## src/sv/tmvg_pkg.sv

```systemverilog
`timescale 1ns / 1ps
// ============================================================================
// tmvg_pkg
// Shared types and constants of the text-mode video generator.
// ============================================================================
package tmvg_pkg;

    // Field and storage widths
    localparam int ACTION_W = 2;
    localparam int ADDR_W   = 10;
    localparam int DATA_W   = 8;
    localparam int COL_W    = 6;
    localparam int LINE_W   = 9;
    localparam int SUB_W    = 3;
    localparam int MEM_DEPTH = 1 << ADDR_W;

    // Action codes
    localparam logic [ACTION_W-1:0] ACT_CODE_WR  = 2'd0;
    localparam logic [ACTION_W-1:0] ACT_GLYPH_WR = 2'd1;
    localparam logic [ACTION_W-1:0] ACT_SCAN     = 2'd2;

    // Configuration port
    localparam int PADDR_W = 2;
    localparam int PDATA_W = 32;
    localparam logic [PADDR_W-1:0] REG_REFRESH_60HZ = 2'd0;

    // Raster geometry
    localparam int LINE_BYTES       = 52;
    localparam int SCREEN_COLUMNS   = 32;
    localparam int SCREEN_TEXT_ROWS = 24;
    localparam int SCREEN_LINES     = 8 * SCREEN_TEXT_ROWS;
    localparam int TOP_50HZ         = 56;
    localparam int BOTTOM_50HZ      = 64;
    localparam int TOP_60HZ         = 32;
    localparam int BOTTOM_60HZ      = 40;
    localparam int LAST_50HZ        = TOP_50HZ + SCREEN_LINES + BOTTOM_50HZ - 1;
    localparam int LAST_60HZ        = TOP_60HZ + SCREEN_LINES + BOTTOM_60HZ - 1;

    localparam logic [6:0] GLYPH_INDEX_MASK = 7'h7F;

    // Input item
    typedef struct packed {
        logic [ACTION_W-1:0] action;
        logic [ADDR_W-1:0]   address;
        logic [DATA_W-1:0]   write_data;
    } req_item_t;

    // Result item
    typedef struct packed {
        logic [DATA_W-1:0] pixel_byte;
        logic              line_end;
        logic              frame_end;
    } rsp_item_t;

    // Beam position decode handed to the fetch pipeline
    typedef struct packed {
        logic              in_window;
        logic [ADDR_W-1:0] code_addr;
        logic [SUB_W-1:0]  sub_line;
        logic              line_end;
        logic              frame_end;
    } beam_info_t;

endpackage

```

## src/sv/tmvg_beam.sv

```systemverilog
`timescale 1ns / 1ps
// ============================================================================
// tmvg_beam
// Beam column/line counters and screen-window decode for the current byte.
// ============================================================================
module tmvg_beam
    import tmvg_pkg::*;
(
    input  logic       clk,
    input  logic       rst_n,
    input  logic       scan,
    input  logic       refresh_60hz,
    output beam_info_t beam
);

    logic [COL_W-1:0]  column_reg, column_next;
    logic [LINE_W-1:0] line_reg, line_next;
    logic [LINE_W-1:0] top_line;
    logic [LINE_W-1:0] last_line;
    logic [LINE_W-1:0] rel_line;

    // Frame geometry for the selected refresh rate
    assign top_line  = refresh_60hz ? LINE_W'(TOP_60HZ)  : LINE_W'(TOP_50HZ);
    assign last_line = refresh_60hz ? LINE_W'(LAST_60HZ) : LINE_W'(LAST_50HZ);
    assign rel_line  = line_reg - top_line;

    // Decode of the byte under the beam
    always_comb
    begin
        beam.in_window = (line_reg >= top_line)
                      && (rel_line < LINE_W'(SCREEN_LINES))
                      && (column_reg < COL_W'(SCREEN_COLUMNS));
        // row * 32 + column
        beam.code_addr = {rel_line[7:3], column_reg[4:0]};
        beam.sub_line  = rel_line[SUB_W-1:0];
        beam.line_end  = (column_reg >= COL_W'(LINE_BYTES - 1));
        beam.frame_end = beam.line_end && (line_reg >= last_line);
    end

    // Advance one byte per scan tick
    always_comb
    begin
        column_next = column_reg;
        line_next   = line_reg;
        if (scan)
        begin
            if (beam.line_end)
            begin
                column_next = '0;
                line_next   = beam.frame_end ? '0 : line_reg + 1'b1;
            end
            else
            begin
                column_next = column_reg + 1'b1;
            end
        end
    end

    always_ff @(posedge clk or negedge rst_n)
    begin
        if (!rst_n)
        begin
            column_reg <= '0;
            line_reg   <= '0;
        end
        else
        begin
            column_reg <= column_next;
            line_reg   <= line_next;
        end
    end

endmodule

```

## config.mk

```make
export PLATFORM = sky130hd
export DESIGN_NAME = tmvg_beam
export DESIGN_NICKNAME = d
export VERILOG_FILES = /design/src/sv/tmvg_pkg.sv /design/src/sv/tmvg_beam.sv
export SDC_FILE = /design/constraint.sdc
export NUM_CORES = 1
export LEC_CHECK = 0
export BUFFER_PORTS_ARGS = -buffer_cell sky130_fd_sc_hd__buf_4
export CORE_MARGIN = 1
export CORE_UTILIZATION = 35
export DETAILED_ROUTE_END_ITERATION = 10
export PLACE_DENSITY = 0.66
export SKIP_CTS_REPAIR_TIMING = 1
export SLEW_MARGIN = 10
export SYNTH_ARGS = -nofsm -noshare
export SYNTH_HDL_FRONTEND = slang
export SYNTH_SLANG_ARGS = --single-unit
export TNS_END_PERCENT = 1
```

## constraint.sdc

```tcl
create_clock -name clk -period 1.85 [get_ports clk]
set_input_delay 0.0925 -clock clk [delete_from_list [all_inputs] [get_ports clk]]
set_output_delay 0.0925 -clock clk [all_outputs]
set_load 0.02 [all_outputs]
```

==> impl_results.md <==
- DP Cell Count: 183
- Cell types occupying the most area after synthesis: sky130_fd_sc_hd__dfrtp_1 33%, sky130_fd_sc_hd__ha_1 6.7%, sky130_fd_sc_hd__buf_4 5.3%, sky130_fd_sc_hd__o21ai_0 4.5%, sky130_fd_sc_hd__a22o_1 3.1%
- Cell-by-cell trace of the critical path: inv_2 -> ha_4 -> inv_2 -> fa_2 -> nand2b_4 -> nand4b_1 -> o311ai_2 -> a221oi_2 -> buf_4
- Seq/Total Area, Yosys: 33.4%
- Utilization after layout: ~47%
- Total number of clock tree sinks: 15
- Min Hold Slack: slightly below 0.05 ns
- Synth top area share: roughly a third
- Total DRC errors in the routed layout: 0
- Max capacitance violation total: 0
- Number of antenna violations at the first check in global routing: 0
- Number of iterations in the first detailed-routing pass: 4
- Transition time of the tightest slew-check pin: 0.519 ns
- Total routing resource utilization after global routing: between 15 and 20%
- Fin nets: 158
- Kind of cell adding the most delay to the critical path: adder cells
- Netlist cell types: 45
- Standard cell core area: 0.00305 sq mm
- IR Drop Worst-Case VDD: 0.563 mV
- Worst reg-to-reg setup slack: 0.05 ns
- Crit-path slowest cell: sky130_fd_sc_hd__dfrtp_1
- Main synth FF type: sky130_fd_sc_hd__dfrtp_1
- Width of the die: 58.7 um
- Crit path capture type: primary output
- Most common cell type on the critical path: sky130_fd_sc_hd__inv_2
- Initial DRC Count: 20
- Worst slack, placed: -0.102 ns
- Inserted Clock Buffers: 3
- Post-Synthesis Cells: approximately 120
- Starting utilization of the core area: a little under two fifths
- Min setup slack post-route: -0.341 ns
- Total Wirelength: approximately 2400 um
- Summed negative setup slack over all endpoints: -0.946 ns
- Number of synthesized register bits: 15
- Max-slew violation total from the final report: 0
- Hold Violations, Final: 0
- Number of synthesized flops with an enable pin: 0
- Netlist area before placement: 0.00112 sq mm
- Die area: 0.00344 sq mm
- Number of global-route vias before repair: about 940
- Leakage power figure: between 0.6 and 0.7 nW
- Max reg flops: 9
- Class of the most critical hold timing path: primary input to flip-flop
- Cell type with the largest total area after synthesis: sky130_fd_sc_hd__dfrtp_1
- Total via count after detailed routing: 1003
- Share of the cycle needed by the critical path after routing: 118%
- GR Overflow Total: 0
- First-pass GRT wire length: roughly 4200 um
- Cell Rows: 20
- Deepest clock path buffer count: 2
- Longest individual stage delay on the worst path: 0.40 ns
- Required arrival time at the worst endpoint: 1.76 ns
- Highest Clock Rate: ~460 MHz
- Type of the worst setup path: flip-flop to primary output
- Antenna cell count: 0
- Number of non-filler instances in the completed layout: 190
- Minimum clock period after layout: about 2.2 ns
- Layout cells sized above 1: 39.0%
- Setup repair after global routing missed its margin: yes
- HPWL after DPL: 1770 um
- CP bufs+invs: 3
- Worst-skew pair later-pin latency: approximately 0.28 ns
- Top-level I/O count: 20
- Vias per cell: 5.28
- Yosys Warn Count: 0
- Crit path arrival time: 2.10 ns
- Fillcell total: ~310
- Areal power density over the cells: 838 mW/mm^2
- H-tree levels: 1
- Final setup viols: 5
- Clock Pin Slew Worst Setup and Hold Paths: approximately 0.09 ns
- Die Span Y: between 50 and 60 um
- Detailed-route wire length per cell: 12.8 um
- Failing checks: negative setup slack
- Clock tree from TritonCTS: yes
- Detail Route Antenna Nets: 0
- Clock tree root buffer cell: sky130_fd_sc_hd__clkbuf_4
- Pin count of the biggest net entering global routing: 16
- Proportion of synthesized flip-flops having asynchronous set or reset: 100%
- Skew final: 0.00386 ns
- Critical Path Source Type: flip-flop
- Leading cell types by count after synthesis: 15 x sky130_fd_sc_hd__dfrtp_1, 10 x sky130_fd_sc_hd__o21ai_0, 9 x sky130_fd_sc_hd__inv_1, 8 x sky130_fd_sc_hd__buf_4, 7 x sky130_fd_sc_hd__nand2_1
- Global placement routability congestion: 0.837
- Mean area per synthesized cell: around 9 sq um
- Worst relative slew slack: 65.4%
- Layout overhead on the synthesized area: 28.6%
- Port Buffers: 19
- Net Count, Synth: 133
- Result of the run: complete, but fails checks
- Crit Path Max Fanout: 2
- Count leader, synth: sky130_fd_sc_hd__dfrtp_1
## final timing paths
check	endpoint	start	cells past startpoint
max	beam[15]	line_reg[3]	9
min	column_reg[1]	scan	2
max reg2reg	line_reg[6]	line_reg[4]	6
min reg2reg	line_reg[0]	line_reg[0]	1
max in group asynchronous	line_reg[0]	rst_n	2
min in group asynchronous	column_reg[1]	rst_n	2
## per-layer routing
| metal | wire length (um) | global-route usage (%) |
|---|---|---|
| met3 | 91 | 2.20 |
| met1 | 1110 | 20.3 |
| met5 | 0 | 0 |
| met2 | 1220 | 26.9 |
| met4 | 9 | 4.08 |
## layout make-up
type	count	area [sq um]	share of cell area, %
Sequential cell	15	377	26.1
Tap cell	44	55.1	3.81
Clock buffer	3	22.5	1.56
Clock inverter	1	5.00	0.346
Timing Repair Buffer	33	250	17.3
Inverter	9	33.8	2.34
Multi-Input combinational cell	85	702	48.6
## cell usage in the layout (no fill, tap or decap), types with 2 or more instances in the layout
cell                        n
sky130_fd_sc_hd__clkbuf_4   3
sky130_fd_sc_hd__a31oi_1    4
sky130_fd_sc_hd__nand2b_4   2
sky130_fd_sc_hd__dfrtp_1   14
sky130_fd_sc_hd__nand2_1    7
sky130_fd_sc_hd__a22o_1     4
sky130_fd_sc_hd__o31ai_2    2
sky130_fd_sc_hd__and2_1     2
sky130_fd_sc_hd__nand3_1    5
sky130_fd_sc_hd__a21oi_1    4
sky130_fd_sc_hd__buf_4     32
sky130_fd_sc_hd__nor2_1     5
sky130_fd_sc_hd__o21ai_0    8
sky130_fd_sc_hd__inv_1      7
sky130_fd_sc_hd__ha_4       2
sky130_fd_sc_hd__o21ai_1    2
sky130_fd_sc_hd__ha_1       4
sky130_fd_sc_hd__inv_2      2
sky130_fd_sc_hd__nand4_1    2
sky130_fd_sc_hd__a21o_1     2
sky130_fd_sc_hd__nor3_1     2
sky130_fd_sc_hd__xor2_1     3
sky130_fd_sc_hd__nor2b_1    3
## power by group
part,internal (W),leakage (nW),switching (W)
sequential,0.000405,0.195,0.000108
combinational,0.000239,0.428,0.000271
clock,0.0000801,0.0177,0.000108
total,0.000724,0.640,0.000487
## stage by stage
stage	power, W	area (sq um)
floorplan	0.000898	1130
global placement	0.00101	1330
detailed placement	0.00102	1330
CTS	0.00121	1360
global route	0.00131	1450
finish	0.00121	1450
## kinds of logic after synthesis
logic type / share of synthesized area (%)
xor+xnor: 3.12
mux: 1.89
buf+inv: 10.2
fa+ha+maj: 8.46
flops: 33.4
simple gates: 17.6
compound gates: 25.3
(Power assumes the default switching activity.)
